===== config.mk =====
export PLATFORM = sky130hd
export DESIGN_NAME = alpha_tight_bounding_box
export DESIGN_NICKNAME = d
export VERILOG_FILES = /design/src/atbb_pkg.sv /design/src/atbb_front.sv /design/src/atbb_queue.sv /design/src/atbb_back.sv /design/src/alpha_tight_bounding_box.sv
export SDC_FILE = /design/constraint.sdc
export NUM_CORES = 1
export LEC_CHECK = 0
export ABC_AREA = 1
export BUFFER_PORTS_ARGS = -buffer_cell sky130_fd_sc_hd__buf_2
export CAP_MARGIN = 20
export CORE_ASPECT_RATIO = 1.4
export CORE_MARGIN = 10
export CORE_UTILIZATION = 46
export CTS_CLUSTER_SIZE = 28
export DETAILED_ROUTE_END_ITERATION = 10
export GPL_TIMING_DRIVEN = 0
export PLACE_DENSITY = 0.63
export SKIP_LAST_GASP = 1
export SYNTH_ARGS = -nofsm -noshare
export SYNTH_HDL_FRONTEND = slang
export SYNTH_SLANG_ARGS = --single-unit

===== constraint.sdc =====
create_clock -name clk -period 15.6 [get_ports clk]
set_clock_uncertainty 0.1 [all_clocks]
set_input_delay 3.12 -clock clk [delete_from_list [all_inputs] [get_ports clk]]
set_output_delay 3.12 -clock clk [all_outputs]
set_load 0.05 [all_outputs]

===== src/atbb_pkg.sv =====
// Shared types and constants for the alpha tight bounding box block.
// Depends on nothing; every other file of the block refers to it by scoped names.
package atbb_pkg;

  // Fixed field widths
  localparam int ALPHA_W    = 8;
  localparam int OFFSET_W   = 14;
  localparam int CFG_DATA_W = 11;
  localparam int CFG_IDX_W  = 2;

  // Pixel queue between front and back
  localparam int QUEUE_DEPTH = 4;
  localparam int QUEUE_PTR_W = $clog2(QUEUE_DEPTH);
  localparam int QUEUE_CNT_W = $clog2(QUEUE_DEPTH + 1);

  // Configuration register indexes
  typedef enum logic [CFG_IDX_W-1:0] {
    CFG_ALPHA_THRESHOLD = 2'd0,
    CFG_CELL_WIDTH      = 2'd1,
    CFG_CELL_HEIGHT     = 2'd2
  } cfg_reg_t;

  // One input pixel transaction
  typedef struct packed {
    logic [ALPHA_W-1:0]  pixel_alpha;
    logic [OFFSET_W-1:0] cell_x_offset;
    logic [OFFSET_W-1:0] cell_y_offset;
    logic                last_pixel;
  } pixel_item_t;

  // One result transaction
  typedef struct packed {
    logic [14:0] box_x;
    logic [14:0] box_y;
    logic [10:0] box_width;
    logic [10:0] box_height;
    logic [15:0] center_x_doubled;
    logic [15:0] center_y_doubled;
  } box_item_t;

  // Classification of one pixel, produced by the front
  typedef struct packed {
    logic                occupied;
    logic                last;
    logic [OFFSET_W-1:0] x_offset;
    logic [OFFSET_W-1:0] y_offset;
  } pixel_tag_t;

  // Queue status seen by the top level
  typedef struct packed {
    logic                   full;
    logic                   empty;
    logic [QUEUE_CNT_W-1:0] count;
  } queue_status_t;

endpackage


===== src/atbb_front.sv =====
// Front end: tracks the raster position of each pixel and classifies it.
// Depends on atbb_pkg for the pixel and tag types.
module atbb_front #(
  parameter int MAX_SIDE = 1024
) (
  input  logic                            clk,
  input  logic                            rst,
  input  logic                            push,
  input  atbb_pkg::pixel_item_t           pixel,
  input  logic [atbb_pkg::ALPHA_W-1:0]    alpha_threshold,
  input  logic [$clog2(MAX_SIDE+1)-1:0]   side_w,
  input  logic [$clog2(MAX_SIDE+1)-1:0]   side_h,
  output atbb_pkg::pixel_tag_t            tag,
  output logic [$clog2(MAX_SIDE)-1:0]     tag_col,
  output logic [$clog2(MAX_SIDE)-1:0]     tag_row
);

  localparam int CLW = $clog2(MAX_SIDE);
  localparam int SW  = $clog2(MAX_SIDE + 1);

  logic [CLW-1:0] column_counter;
  logic [CLW-1:0] column_counter_next;
  logic [SW-1:0]  row_counter;
  logic [SW-1:0]  row_counter_next;
  logic           in_cell;
  logic           row_end;

  // Classify the pixel at the current raster position
  assign in_cell = row_counter < side_h;
  assign row_end = (SW'(column_counter) + SW'(1)) >= side_w;

  always_comb begin
    tag.occupied = in_cell && (SW'(column_counter) < side_w) &&
                   (pixel.pixel_alpha > alpha_threshold);
    tag.last     = pixel.last_pixel;
    tag.x_offset = pixel.cell_x_offset;
    tag.y_offset = pixel.cell_y_offset;
    tag_col      = column_counter;
    tag_row      = CLW'(row_counter);
  end

  // Advance the raster position; restart on the last pixel of a cell
  always_comb begin
    column_counter_next = column_counter;
    row_counter_next    = row_counter;
    if (pixel.last_pixel) begin
      column_counter_next = '0;
      row_counter_next    = '0;
    end else if (in_cell) begin
      if (row_end) begin
        column_counter_next = '0;
        row_counter_next    = row_counter + SW'(1);
      end else begin
        column_counter_next = column_counter + CLW'(1);
      end
    end
  end

  always_ff @(posedge clk) begin
    if (rst) begin
      column_counter <= '0;
      row_counter    <= '0;
    end else if (push) begin
      column_counter <= column_counter_next;
      row_counter    <= row_counter_next;
    end
  end

endmodule


===== src/atbb_queue.sv =====
// Short flip-flop queue that decouples the front from the back.
// Depends on atbb_pkg for the depth constants and the status type.
module atbb_queue #(
  parameter int WIDTH = 8
) (
  input  logic                    clk,
  input  logic                    rst,
  input  logic                    push,
  input  logic [WIDTH-1:0]        push_data,
  input  logic                    pop,
  output logic [WIDTH-1:0]        head_data,
  output atbb_pkg::queue_status_t status
);

  localparam int DEPTH = atbb_pkg::QUEUE_DEPTH;
  localparam int PW    = atbb_pkg::QUEUE_PTR_W;
  localparam int CW    = atbb_pkg::QUEUE_CNT_W;

  logic [WIDTH-1:0] mem [DEPTH];
  logic [PW-1:0]    wr_ptr;
  logic [PW-1:0]    rd_ptr;
  logic [CW-1:0]    count;

  assign head_data    = mem[rd_ptr];
  assign status.full  = count == CW'(DEPTH);
  assign status.empty = count == '0;
  assign status.count = count;

  // Store the entry
  always_ff @(posedge clk) begin
    if (push) begin
      mem[wr_ptr] <= push_data;
    end
  end

  // Advance pointers and occupancy
  always_ff @(posedge clk) begin
    if (rst) begin
      wr_ptr <= '0;
      rd_ptr <= '0;
      count  <= '0;
    end else begin
      if (push) begin
        wr_ptr <= (wr_ptr == PW'(DEPTH - 1)) ? '0 : wr_ptr + PW'(1);
      end
      if (pop) begin
        rd_ptr <= (rd_ptr == PW'(DEPTH - 1)) ? '0 : rd_ptr + PW'(1);
      end
      if (push && !pop) begin
        count <= count + CW'(1);
      end else if (pop && !push) begin
        count <= count - CW'(1);
      end
    end
  end

endmodule


===== src/atbb_back.sv =====
// Back end: folds classified pixels into the box extents and builds the result.
// Depends on atbb_pkg for the tag and result types.
module atbb_back #(
  parameter int MAX_SIDE = 1024
) (
  input  logic                          clk,
  input  logic                          rst,
  input  logic                          head_valid,
  input  atbb_pkg::pixel_tag_t          head_tag,
  input  logic [$clog2(MAX_SIDE)-1:0]   head_col,
  input  logic [$clog2(MAX_SIDE)-1:0]   head_row,
  input  logic [$clog2(MAX_SIDE+1)-1:0] side_w,
  input  logic [$clog2(MAX_SIDE+1)-1:0] side_h,
  output logic                          pop,
  output logic                          box_valid,
  input  logic                          box_stall,
  output atbb_pkg::box_item_t           box
);

  localparam int CLW = $clog2(MAX_SIDE);
  localparam int SW  = $clog2(MAX_SIDE + 1);

  logic [CLW-1:0] min_column, min_column_next;
  logic [CLW-1:0] max_column, max_column_next;
  logic [CLW-1:0] min_row, min_row_next;
  logic [CLW-1:0] max_row, max_row_next;
  logic           any_occupied, any_occupied_next;
  logic           out_free;
  logic           hit;
  logic           finish;
  logic [CLW-1:0] left, right, top, bottom;
  logic [SW-1:0]  bw, bh;
  logic [14:0]    bx, by;
  atbb_pkg::box_item_t result;

  // Take a pixel unless it closes a cell and the result slot is busy
  assign out_free = !box_valid || !box_stall;
  assign pop      = head_valid && (!head_tag.last || out_free);
  assign hit      = pop && head_tag.occupied;
  assign finish   = pop && head_tag.last;

  // Extents including the pixel being taken
  always_comb begin
    min_column_next   = (hit && (!any_occupied || head_col < min_column)) ? head_col : min_column;
    max_column_next   = (hit && (!any_occupied || head_col > max_column)) ? head_col : max_column;
    min_row_next      = (hit && (!any_occupied || head_row < min_row)) ? head_row : min_row;
    max_row_next      = (hit && (!any_occupied || head_row > max_row)) ? head_row : max_row;
    any_occupied_next = any_occupied || hit;
  end

  // Build the box; an empty cell gives the bottom-right pixel
  always_comb begin
    if (any_occupied_next) begin
      left   = min_column_next;
      right  = max_column_next;
      top    = min_row_next;
      bottom = max_row_next;
    end else begin
      left   = CLW'(side_w - SW'(1));
      right  = CLW'(side_w - SW'(1));
      top    = CLW'(side_h - SW'(1));
      bottom = CLW'(side_h - SW'(1));
    end
    bw = SW'(right) - SW'(left) + SW'(1);
    bh = SW'(bottom) - SW'(top) + SW'(1);
    bx = 15'(head_tag.x_offset) + 15'(left);
    by = 15'(head_tag.y_offset) + 15'(top);
    result.box_x            = bx;
    result.box_y            = by;
    result.box_width        = 11'(bw);
    result.box_height       = 11'(bh);
    result.center_x_doubled = {bx, 1'b0} + 16'(bw);
    result.center_y_doubled = {by, 1'b0} + 16'(bh);
  end

  // Hold extents; clear them when a cell closes
  always_ff @(posedge clk) begin
    if (rst) begin
      min_column   <= '1;
      max_column   <= '0;
      min_row      <= '1;
      max_row      <= '0;
      any_occupied <= 1'b0;
    end else if (finish) begin
      min_column   <= '1;
      max_column   <= '0;
      min_row      <= '1;
      max_row      <= '0;
      any_occupied <= 1'b0;
    end else begin
      min_column   <= min_column_next;
      max_column   <= max_column_next;
      min_row      <= min_row_next;
      max_row      <= max_row_next;
      any_occupied <= any_occupied_next;
    end
  end

  // Output register
  always_ff @(posedge clk) begin
    if (rst) begin
      box_valid <= 1'b0;
    end else if (finish) begin
      box_valid <= 1'b1;
    end else if (!box_stall) begin
      box_valid <= 1'b0;
    end
  end

  always_ff @(posedge clk) begin
    if (finish) begin
      box <= result;
    end
  end

endmodule


===== src/alpha_tight_bounding_box.sv =====
// Alpha tight bounding box: takes the alpha values of one cell in raster order,
// one pixel a cycle while pixel_stall is low, and after the pixel marked last
// gives the tight box around the pixels whose alpha exceeds the threshold, in
// sheet coordinates, with the box centre in half-pixel units. An empty cell
// gives a 1x1 box at its bottom-right pixel; pixels beyond width times height
// are ignored. A pixel is classified combinationally against the position
// counter as it is accepted, and waits in a four-entry queue before the extent
// unit folds it in; the result register loads on the cycle the last pixel
// leaves the queue, so a box appears in the cycle after that. Input stall rises
// only when the queue is full, which happens when results are held back at the
// output. The user must write the configuration registers through the cfg port
// (always ready) only while no cell is in flight; the block does not enforce it.
// Depends on atbb_pkg, atbb_front, atbb_queue and atbb_back.
module alpha_tight_bounding_box #(
  parameter int MAX_SIDE = 1024
) (
  input  logic                             clk,
  input  logic                             rst,
  input  logic                             pixel_valid,
  output logic                             pixel_stall,
  input  atbb_pkg::pixel_item_t            pixel,
  output logic                             box_valid,
  input  logic                             box_stall,
  output atbb_pkg::box_item_t              box,
  input  logic                             cfg_valid,
  output logic                             cfg_ready,
  input  logic [atbb_pkg::CFG_IDX_W-1:0]   cfg_index,
  input  logic [atbb_pkg::CFG_DATA_W-1:0]  cfg_data
);

  localparam int CLW  = $clog2(MAX_SIDE);
  localparam int SW   = $clog2(MAX_SIDE + 1);
  localparam int CW   = (SW > atbb_pkg::CFG_DATA_W) ? SW : atbb_pkg::CFG_DATA_W;
  localparam int TAGW = $bits(atbb_pkg::pixel_tag_t);
  localparam int QW   = TAGW + 2 * CLW;

  logic [atbb_pkg::ALPHA_W-1:0]    alpha_threshold;
  logic [atbb_pkg::CFG_DATA_W-1:0] cell_width;
  logic [atbb_pkg::CFG_DATA_W-1:0] cell_height;
  logic [CW-1:0]                   width_ext, height_ext;
  logic [SW-1:0]                   side_w, side_h;

  atbb_pkg::pixel_tag_t    front_tag, head_tag;
  logic [CLW-1:0]          front_col, front_row, head_col, head_row;
  logic [QW-1:0]           head_data;
  atbb_pkg::queue_status_t q_stat;
  logic                    q_push, q_pop;

  // Configuration writes
  assign cfg_ready = 1'b1;

  always_ff @(posedge clk) begin
    if (rst) begin
      alpha_threshold <= '0;
      cell_width      <= atbb_pkg::CFG_DATA_W'(16);
      cell_height     <= atbb_pkg::CFG_DATA_W'(16);
    end else if (cfg_valid && cfg_ready) begin
      unique case (cfg_index)
        atbb_pkg::CFG_ALPHA_THRESHOLD: alpha_threshold <= cfg_data[atbb_pkg::ALPHA_W-1:0];
        atbb_pkg::CFG_CELL_WIDTH:      cell_width      <= cfg_data;
        atbb_pkg::CFG_CELL_HEIGHT:     cell_height     <= cfg_data;
        default: ;
      endcase
    end
  end

  // Clamp cell sides into 1..MAX_SIDE
  assign width_ext  = CW'(cell_width);
  assign height_ext = CW'(cell_height);
  assign side_w = (width_ext == '0) ? SW'(1) :
                  (width_ext > CW'(MAX_SIDE)) ? SW'(MAX_SIDE) : SW'(width_ext);
  assign side_h = (height_ext == '0) ? SW'(1) :
                  (height_ext > CW'(MAX_SIDE)) ? SW'(MAX_SIDE) : SW'(height_ext);

  // Accept pixels while the queue has room
  assign pixel_stall = q_stat.full;
  assign q_push      = pixel_valid && !pixel_stall;

  atbb_front #(
    .MAX_SIDE (MAX_SIDE)
  ) u_front (
    .clk             (clk),
    .rst             (rst),
    .push            (q_push),
    .pixel           (pixel),
    .alpha_threshold (alpha_threshold),
    .side_w          (side_w),
    .side_h          (side_h),
    .tag             (front_tag),
    .tag_col         (front_col),
    .tag_row         (front_row)
  );

  atbb_queue #(
    .WIDTH (QW)
  ) u_queue (
    .clk       (clk),
    .rst       (rst),
    .push      (q_push),
    .push_data ({front_row, front_col, front_tag}),
    .pop       (q_pop),
    .head_data (head_data),
    .status    (q_stat)
  );

  assign head_tag = head_data[TAGW-1:0];
  assign head_col = head_data[TAGW +: CLW];
  assign head_row = head_data[TAGW + CLW +: CLW];

  atbb_back #(
    .MAX_SIDE (MAX_SIDE)
  ) u_back (
    .clk        (clk),
    .rst        (rst),
    .head_valid (!q_stat.empty),
    .head_tag   (head_tag),
    .head_col   (head_col),
    .head_row   (head_row),
    .side_w     (side_w),
    .side_h     (side_h),
    .pop        (q_pop),
    .box_valid  (box_valid),
    .box_stall  (box_stall),
    .box        (box)
  );

  // A pending result is never overwritten by the close of the next cell
  a_no_overwrite: assert property (@(posedge clk) disable iff (rst)
    (!q_stat.empty && head_tag.last && box_valid && box_stall) |-> !q_pop)
    else $error("cell closed while result was held");

  // Queue occupancy follows push without pop
  a_queue_count: assert property (@(posedge clk) disable iff (rst)
    (!$past(rst) && $past(q_push && !q_pop)) |-> (q_stat.count == $past(q_stat.count) + 1))
    else $error("queue count lost a push");

  // Closing a cell always presents a result on the next cycle
  a_result_follows: assert property (@(posedge clk) disable iff (rst)
    (!q_stat.empty && head_tag.last && q_pop) |=> box_valid)
    else $error("cell closed without a result");

endmodule


==> flow_metrics.py, run 1 <==
metrics = {
    "synthesis": {
        "yosysTopAreaCellShare_pct": 40.5,
        "synth-edff-count": 282,
        "synth.ff_latch_count": 384,
        "yosys_warnings": 0,
        "ys_types": 49,
        "synth-async-reset-ratio_pct": 0,
        "synthesis.instances": 2386,
        "ys_top_cells_by_count": "nand2_1 (604), inv_1 (284), edfxtp_1 (282)",
        "synth_ff_type": "edfxtp_1",
        "synth_nets": 2613,
        "ys_seq_area_share_pct": 50.3,
        "yosysTopAreaCell": "edfxtp_1",
        "yosysMostFrequentCell": "nand2_1",
        "syn_area_per_cell_um2": 8.75,
        "synth_area_leaders": "edfxtp_1 (41%), nand2_1 (11%), ha_1 (9.9%)",
        "synth.cell_area_um2": 20900,
    },
    "cells_and_area": {
        "utilization_pct": 52.6,
        "final_cell_count_no_fill": 3213,
        "antenna_cells": 0,
        "n_fill_cell": 4133,
        "layout-drive-gt1-share_pct": 10.1,
        "layout.nets": 2799,
        "syn_to_final_growth_pct": 13.4,
    },
    "setup_path": {
        "critPathArrivalTime_ns": 7.86,
        "start_kind": "input pin",
        "crit_start": "box_stall",
        "cp_slowest_stage_delay_ns": 0.60,
        "crit_slowest_cell": "o21ai_0",
        "crit_type": "in -> reg",
        "crit_path_end_kind": "flip-flop",
        "critPathRequiredTime_ns": 15.81,
        "path_max_fanout": 10,
        "crit_top_cell": "nand2_1",
        "rrSetupSlack_ns": 8.38,
    },
    "timing": {
        "fin_crit_ns": 7.65,
        "drv_slew": 0,
        "fmax_mhz": 131,
        "relSlewSlack_pct": 37.9,
        "grt_setup_unrepaired": "false",
        "setup_viol": 0,
        "hold_ws_ns": 0.362,
        "tightestPinTransition_ns": 0.930,
        "final.period_utilization_pct": 49.0,
        "fin_tns_setup_ns": 0,
        "hold_viol": 0,
    },
    "job": {
        "max_cap_violations": 0,
    },
    "clocking": {
        "post-cts-setup-buffers": 0,
        "post_cts_resized": 0,
        "postCtsHoldBufs": 0,
        "clk_pin_slew_worst_paths_ns": 0.06,
        "clock_latency_ns": 0.56,
        "ctsLongestPathBuffers": 3,
        "cts.sinks": 384,
        "cts.htree.levels": 2,
        "cts_tree": "built",
        "cts_buffers": 38,
        "clockRootBuffer": "clkbuf_16",
    },
    "floorplanning": {
        "row_count": 92,
        "die_h_um": 272,
        "die_area_um2": 54400,
        "core_area_um2": 45000,
        "start_util_pct": 46.4,
        "die_w_um": 200,
        "io_pins": 142,
    },
    "placed_design": {
        "place_inst": 3143,
        "gp_congestion": 0.950,
        "dp_hpwl_mm": 41.7,
        "io_buffers": 140,
    },
    "global_route": {
        "grt_pass1_vias": 16170,
        "antenna_found_initial": 1,
        "grt_pass1_wl_mm": 84.4,
        "track_usage_pct": 19.6,
        "overflow": 0,
        "grt_max_degree": 82,
    },
    "hold_path": {
        "hp-class": "reg -> reg",
        "hp-start": "alpha_threshold[6]",
    },
    "detailed_routing": {
        "drc": 0,
        "routed-via-count": 16484,
        "first_pass_iters": 8,
        "routed_wirelength_mm": 53.9,
        "wl_per_cell_um": 16.8,
        "detail-route-antenna-nets": 0,
        "routed_via_density": 5.13,
        "drtIter0Drc": 977,
    },
    "run_status": {
        "outcome": "complete, no violations",
    },
}
-- worst max-delay path: cells and delay by family --
| family | cells | cell delay, ns |
|---|---|---|
| fa+ha+maj | 4 | 1.23 |
| simple gates | 17 | 1.49 |
| compound gates | 3 | 0.97 |
| xor+xnor | 1 | 0.23 |
| buf+inv | 7 | 0.79 |
-- layout make-up --
cell class	count	area, µm²	share of cell area, %
well taps	611	764	3.23
inverters	288	1080	4.57
repair buffers	146	816	3.44
flip-flops and latches	384	10500	44.4
clock buffers	50	1030	4.33
clock inverters	20	161	0.681
plain buffers	63	339	1.43
multi-input cells	1651	8980	37.9
-- cell usage in the layout, fill, tap and decap left out, types with 38 or more instances in the layout --
cell and n:
inv_1 283, o21ai_0 159, edfxtp_1 282, a21oi_1 103
ha_1 165, nor2_1 236, buf_2 155, dfxtp_1 102
clkbuf_16 38, nand2_1 604, nand3_1 179
-- metal layers --
metal	GRT usage, %	vias to the layer above	share of wire [%]
met1	22.3	7649	41
met2	36.1	367	52
met4	7.15	2	3.0
met3	2.62	92	4.6
met5	0	-	0.030
li1	-	8374	-
-- sequential cells by signal, indices dropped and copies added, names as in the netlist, named ones only --
signal / count
alpha_threshold: 8
u_back.min_column: 10
u_queue.wr_ptr: 2
u_queue.mem: 200
u_queue.rd_ptr: 2
cell_width: 11
u_front.row_counter: 11
u_back.max_row: 10
cell_height: 11
u_back.box: 82
u_front.tag_col: 10
u_back.box_valid: 1
u_queue.count: 3
u_back.min_row: 10
u_back.any_occupied: 1
u_back.max_column: 10
-- kinds of logic (layout without fill, tap and decap cells) --
group	count (synthesis)	in the layout	synth area share, %
AND/OR/NAND/NOR	1086	1086	21.4
buffers and inverters	351	567	6.80
adder cells (fa/ha/maj)	172	172	10.6
XOR/XNOR	47	47	1.97
AO/OA/AOI/OAI	345	345	8.96
other	1	1	0.0180
flip-flops	384	384	50.3
-- per-stage QoR --
step / setup slack, ns / cell area (µm²)
after global placement: 6.38 / 22300
final: 7.95 / 23700
after floorplan: 8.60 / 20900
after global routing: 7.60 / 23700
after detailed placement: 7.33 / 22500
after CTS: 7.91 / 23700
-- path summary, 6_finish.rpt --
kind                             end  depth (start not counted)
hold reg to reg   alpha_threshold[6]                          2
hold / removal    alpha_threshold[6]                          2
setup reg to reg      u_back.box[30]                         38
setup / recovery      u_back.box[30]                         32
Power of run 1 is not shown: default switching activity piles up to over one toggle a cycle in this logic, so the estimate is an artifact.
==> run 2, diff against run 1 <==
clock period = 7.45 ns   (was 15.6 ns; I/O delays follow)
==> run 2 against run 1 <==
Compared with the run above: sequential share of layout area about the same; cell count unchanged; worst setup slack worse by 7.5 ns; final area is essentially flat; core utilization about the same; first-iteration DRC count down 0.41%; critical path depth up 5.
==> flow_metrics.py, run 2 (synthesis results as in run 1) <==
metrics = {
    "run_status": {
        "outcome": "complete, no violations",
    },
    "cells_and_area": {
        "final_cell_mix": "nand2_1 (604), inv_1 (283), edfxtp_1 (282)",
        "final_cell_count_no_fill": 3213,
        "top_regs": "u_queue.mem (200), u_back.box (82)",
        "n_fill_cell": 4133,
        "seq_area_um2": 10500,
        "regMostFlops": "u_queue.mem",
        "layout.nets": 2799,
        "antenna_cells": 0,
        "final_common_cell": "nand2_1",
        "design_area_um2": 23700,
        "layout-drive-gt1-share_pct": 10.2,
        "multi_input_area_um2": 8980,
        "syn_to_final_growth_pct": 13.4,
        "largest_reg_flops": 200,
    },
    "global_route": {
        "grt_max_degree": 82,
        "overflow": 0,
        "track_usage_pct": 19.6,
        "grt_pass1_vias": 16170,
        "antenna_found_initial": 1,
        "grt_pass1_wl_mm": 84.4,
    },
    "detailed_routing": {
        "routed-via-count": 16459,
        "detail-route-antenna-nets": 0,
        "drtIter0Drc": 973,
        "routed_via_density": 5.12,
        "wl_per_cell_um": 16.8,
        "first_pass_iters": 6,
        "drc": 0,
        "routed_wirelength_mm": 53.9,
    },
    "floorplanning": {
        "row_count": 92,
        "die_w_um": 200,
        "io_pins": 142,
        "die_h_um": 272,
        "die_area_um2": 54400,
        "core_area_um2": 45000,
        "start_util_pct": 46.4,
    },
    "clocking": {
        "cts.htree.levels": 2,
        "clock_latency_ns": 0.55,
        "ctsLongestPathBuffers": 3,
        "clockRootBuffer": "clkbuf_16",
        "clk_pin_slew_worst_paths_ns": 0.06,
        "post-cts-setup-buffers": 0,
        "cts_tree": "built",
        "cts_buffers": 38,
        "cts.sinks": 384,
    },
    "timing": {
        "setup_viol": 0,
        "grt_setup_unrepaired": "false",
        "hold_ws_ns": 0.363,
        "drv_slew": 0,
        "tightestPinTransition_ns": 0.932,
        "relSlewSlack_pct": 37.7,
        "fin_crit_ns": 6.96,
        "hold_viol": 0,
        "final.period_utilization_pct": 93.4,
        "fmax_mhz": 144,
    },
    "setup_path": {
        "r2r_cells": 37,
        "critPathArrivalTime_ns": 7.17,
        "crit_type": "reg -> reg",
        "crit_slowest_cell": "clkbuf_1",
        "crit_top_cell": "nand2_1",
        "start_kind": "flip-flop",
        "cp_slowest_stage_delay_ns": 0.61,
        "cp_top_family": "simple AND/OR/NAND/NOR gates",
        "cp_num_buf_inv": 7,
        "path_max_fanout": 10,
        "crit_path_end_kind": "flip-flop",
        "critPathRequiredTime_ns": 7.66,
        "crit_cells": 37,
    },
    "hold_path": {
        "hp-class": "reg -> reg",
        "whs_path_depth": 2,
        "hp-start": "alpha_threshold[6]",
    },
    "placed_design": {
        "place_area_um2": 22500,
        "gp_congestion": 0.950,
        "place_inst": 3143,
        "dp_hpwl_mm": 41.7,
        "io_buffers": 140,
    },
    "job": {
        "max_cap_violations": 0,
    },
}
-- run 2: cell count changes in the layout (fill, tap and decap cells not counted), sizes merged --
cell,change
buf,-1
clkbuf,+1
-- run 2: layout make-up --
class	count	share of cell area, %
clock inverter	20	0.681
clock buffer	50	4.33
inverter	288	4.57
multi-input combinational	1651	37.9
tap	611	3.23
sequential	384	44.4
buffer	63	1.44
timing repair buffer	146	3.44
-- run 2: path summary, 6_finish.rpt --
| kind | end | slack, ns |
|---|---|---|
| setup / recovery | u_back.box[30] | 0.49 |
| hold / removal | alpha_threshold[6] | 0.36 |
| setup reg to reg | u_back.box[30] | 0.49 |
| hold reg to reg | alpha_threshold[6] | 0.36 |
-- run 2: through the flow --
stage	util, %	TNS (ns)	setup WS (ns)
final	52.6	0	0.489
after global routing	52.6	0	0.0113
after CTS	52.6	0	0.217
after detailed placement	50.0	0	0.232
after global placement	49.7	-11.56	-0.137
after floorplan	-	0	1.86
-- run 2: worst reg2reg max path, delay by kind of cell, from the launching register on --
kind / cells / cell delay [ns]
AOI/OAI and AO/OA: 5 / 1.44
xor gates and xnor gates: 1 / 0.23
buffers and inverters: 7 / 1.25
DFF: 1 / 0.38
adders and majority gates: 5 / 1.53
and+or+nand+nor: 19 / 1.80
-- run 2: routing by layer --
layer	vias up	part of all wire, %	wire (µm)	track usage [%]
li1	8371	-	-	-
met1	7627	41	21900	22.3
met2	369	52	27900	36.1
met3	90	4.7	2520	2.62
met4	2	3.0	1600	7.15
met5	-	0.030	16	0
-- run 2: repair_timing --
item | in CTS | in global routing
hold buffers | 0 | 0
gates resized for setup | 0 | 2
endpoints found under the setup margin | 0 | 6
Power of run 2 is left out for the same reason.
==> run 3, diff against run 2 <==
ABC_AREA = not set   (was 1)
==> run 3 against run 2 <==
Compared with the run above: critical endpoint is now u_back.box[13]; wire length shrank 9.7%; maximum frequency shrank 2.7%; worst setup slack lost 0.19 ns; register-to-register slack lost 0.19 ns; synthesized area shrank 3.6%; critical path depth shrank 16; sequential cell count is the same; first-iteration DRC count shrank 10%; synthesized cell count shrank 30%; worst hold slack is essentially flat; count of clock-buffer cells in the layout shrank 4.
==> flow_metrics.py, run 3 <==
metrics = {
    "timing": {
        "grt_setup_unrepaired": "true",
        "hold_viol": 0,
        "final.period_utilization_pct": 96.1,
        "fin_tns_setup_ns": 0,
        "fin_crit_ns": 7.16,
        "final.setup.worst_slack_ns": 0.294,
        "drv_slew": 0,
        "fmax_mhz": 140,
        "tightestPinTransition_ns": 0.881,
        "relSlewSlack_pct": 41.3,
        "setup_viol": 0,
    },
    "synthesis": {
        "yosysTopAreaCellShare_pct": 42.1,
        "ys_top_cells_by_count": "edfxtp_1 (282), ha_1 (165), a21oi_1 (117)",
        "ys_seq_area_share_pct": 52.2,
        "ys_types": 82,
        "synth_ff_type": "edfxtp_1",
        "synth-async-reset-ratio_pct": 0,
        "yosysTopAreaCell": "edfxtp_1",
        "synthesis.instances": 1662,
        "synth.cell_area_um2": 20100,
        "synth_nets": 1889,
        "synth_area_leaders": "edfxtp_1 (42%), ha_1 (10%), dfxtp_1 (10%)",
        "syn_area_per_cell_um2": 12.1,
        "yosysMostFrequentCell": "edfxtp_1",
        "synth-edff-count": 282,
        "yosys_warnings": 0,
        "synth.ff_latch_count": 384,
    },
    "placed_design": {
        "dp_worst_setup_slack_ns": -1.23,
        "gp_congestion": 0.916,
        "dp_hpwl_mm": 36.6,
        "io_buffers": 140,
    },
    "detailed_routing": {
        "wl_per_cell_um": 20.0,
        "routed_wirelength_mm": 48.6,
        "routed-via-count": 13747,
        "first_pass_iters": 6,
        "detail-route-antenna-nets": 0,
        "routed_via_density": 5.65,
        "drc": 0,
        "drtIter0Drc": 871,
    },
    "setup_path": {
        "crit_path_end_kind": "flip-flop",
        "rrSetupSlack_ns": 0.29,
        "crit_slowest_cell": "mux4_2",
        "crit_type": "reg -> reg",
        "critPathArrivalTime_ns": 7.36,
        "path_max_fanout": 10,
        "reg2reg_to": "u_back.box[13]",
        "start_kind": "flip-flop",
        "r2r_cells": 21,
        "cp_num_buf_inv": 4,
        "cp_slowest_stage_delay_ns": 0.58,
        "crit_chain": "buf_4 -> mux4_2 -> a31oi_2 -> nand2b_1 -> nand2b_1 -> clkbuf_1 -> buf_2 -> mux2i_2 -> ha_1 -> inv_1 -> ha_1 -> fa_2 -> fa_1 -> a21o_1 -> a21oi_4 -> nor2b_4 -> a221o_1 -> a221o_1 -> a2111oi_2 -> a311oi_1 -> and4b_1",
        "critPathRequiredTime_ns": 7.65,
        "cp_top_family": "compound AO/OA/AOI/OAI gates",
        "crit_cells": 21,
    },
    "clocking": {
        "clockRootBuffer": "clkbuf_16",
        "cts.sinks": 384,
        "clk_pin_slew_worst_paths_ns": 0.06,
        "ctsLongestPathBuffers": 3,
        "clock_latency_ns": 0.54,
        "cts_buffers": 39,
        "cts_tree": "built",
        "cts.htree.levels": 2,
    },
    "cells_and_area": {
        "top_regs": "u_queue.mem (200), u_back.box (82)",
        "layout-drive-gt1-share_pct": 17.4,
        "multi_input_area_um2": 9210,
        "largest_reg_flops": 200,
        "layout.nets": 2078,
        "final_cell_mix": "edfxtp_1 (282), ha_1 (165), buf_2 (143)",
        "utilization_pct": 53.3,
        "n_fill_cell": 3734,
        "syn_to_final_growth_pct": 14.6,
        "seq_area_um2": 10500,
        "final_common_cell": "edfxtp_1",
        "regMostFlops": "u_queue.mem",
    },
    "floorplanning": {
        "start_util_pct": 46.5,
        "die_area_um2": 52600,
        "core_area_um2": 43200,
        "row_count": 90,
        "io_pins": 142,
        "die_h_um": 267,
        "die_w_um": 197,
    },
    "global_route": {
        "grt_pass1_vias": 14032,
        "antenna_found_initial": 1,
        "overflow": 0,
        "grt_max_degree": 80,
        "track_usage_pct": 18.4,
        "grt_pass1_wl_mm": 76.9,
    },
    "hold_path": {
        "hp-class": "reg -> reg",
        "hp-start": "u_back.max_column[8]",
        "holdPathEnd": "u_back.max_column[8]",
        "whs_path_depth": 2,
    },
    "job": {
        "max_cap_violations": 0,
    },
    "run_status": {
        "outcome": "complete, no violations",
    },
}
run 3: worst reg2reg max path: cells and delay by family (launching register included):
kind            cells  cell delay (ns)
compound gates      7             2.02
fa+ha+maj           4             1.45
buf+inv             4             1.30
mux                 2             0.97
simple gates        4             0.78
flops               1             0.30
run 3: per-stage QoR:
stage / instances / hold WS, ns / instance area [µm²]
after global routing: 2430 / 0.385 / 23100
after detailed placement: 2355 / 0.356 / 21600
final: 2431 / 0.363 / 23100
after floorplan: 1662 / 0.344 / 20100
after global placement: 2354 / 0.353 / 21500
after CTS: 2422 / 0.365 / 22900
run 3: final cells by class:
class                           count  share of cell area, %
Antenna cell                        1                 0.0109
Buffer                             56                   1.26
Clock buffer                       46                   4.57
Clock inverter                     22                  0.906
Inverter                           80                   1.31
Multi-Input combinational cell   1141                   39.9
Sequential cell                   384                   45.6
Tap cell                          552                   2.99
Timing Repair Buffer              149                   3.42
run 3: logic make-up after synthesis:
family | count (synthesis) | synth area share [%]
XOR/XNOR | 89 | 4.04
AO/OA/AOI/OAI | 376 | 12.2
other | 1 | 0.0186
flip-flops | 384 | 52.2
buffers and inverters | 137 | 2.67
multiplexers | 107 | 8.44
adder cells (fa/ha/maj) | 172 | 11.0
AND/OR/NAND/NOR | 396 | 9.51
run 3: repair_timing:
| item | 4_1_cts | 5_1_grt |
|---|---|---|
| endpoints found under the hold margin | 0 | 0 |
| hold buffers | 0 | 0 |
| pin swaps | 0 | 4 |
| buffers inserted | 0 | 8 |
| endpoints found under the setup margin | 18 | 12 |
| gates resized for setup | 20 | 36 |
run 3: worst max-delay path by stage:
stage	to	slack, ns
finish	u_back.box[13]	0.29
global placement	u_back.box[13]	-1.10
CTS	u_back.box[28]	0.005
floorplan	u_back.box[13]	0.30
global route	u_back.box[13]	-0.07
detailed placement	u_back.box[13]	-1.23
run 3: metal layers:
| metal | track usage, % | share of wire [%] | vias to the layer above |
|---|---|---|---|
| li1 | - | - | 6661 |
| met1 | 21.8 | 41 | 6695 |
| met2 | 32.7 | 51 | 305 |
| met3 | 3.30 | 5.0 | 84 |
| met4 | 6.75 | 3.1 | 2 |
| met5 | 0 | 0.014 | - |
Power of run 3 is left out for the same reason.
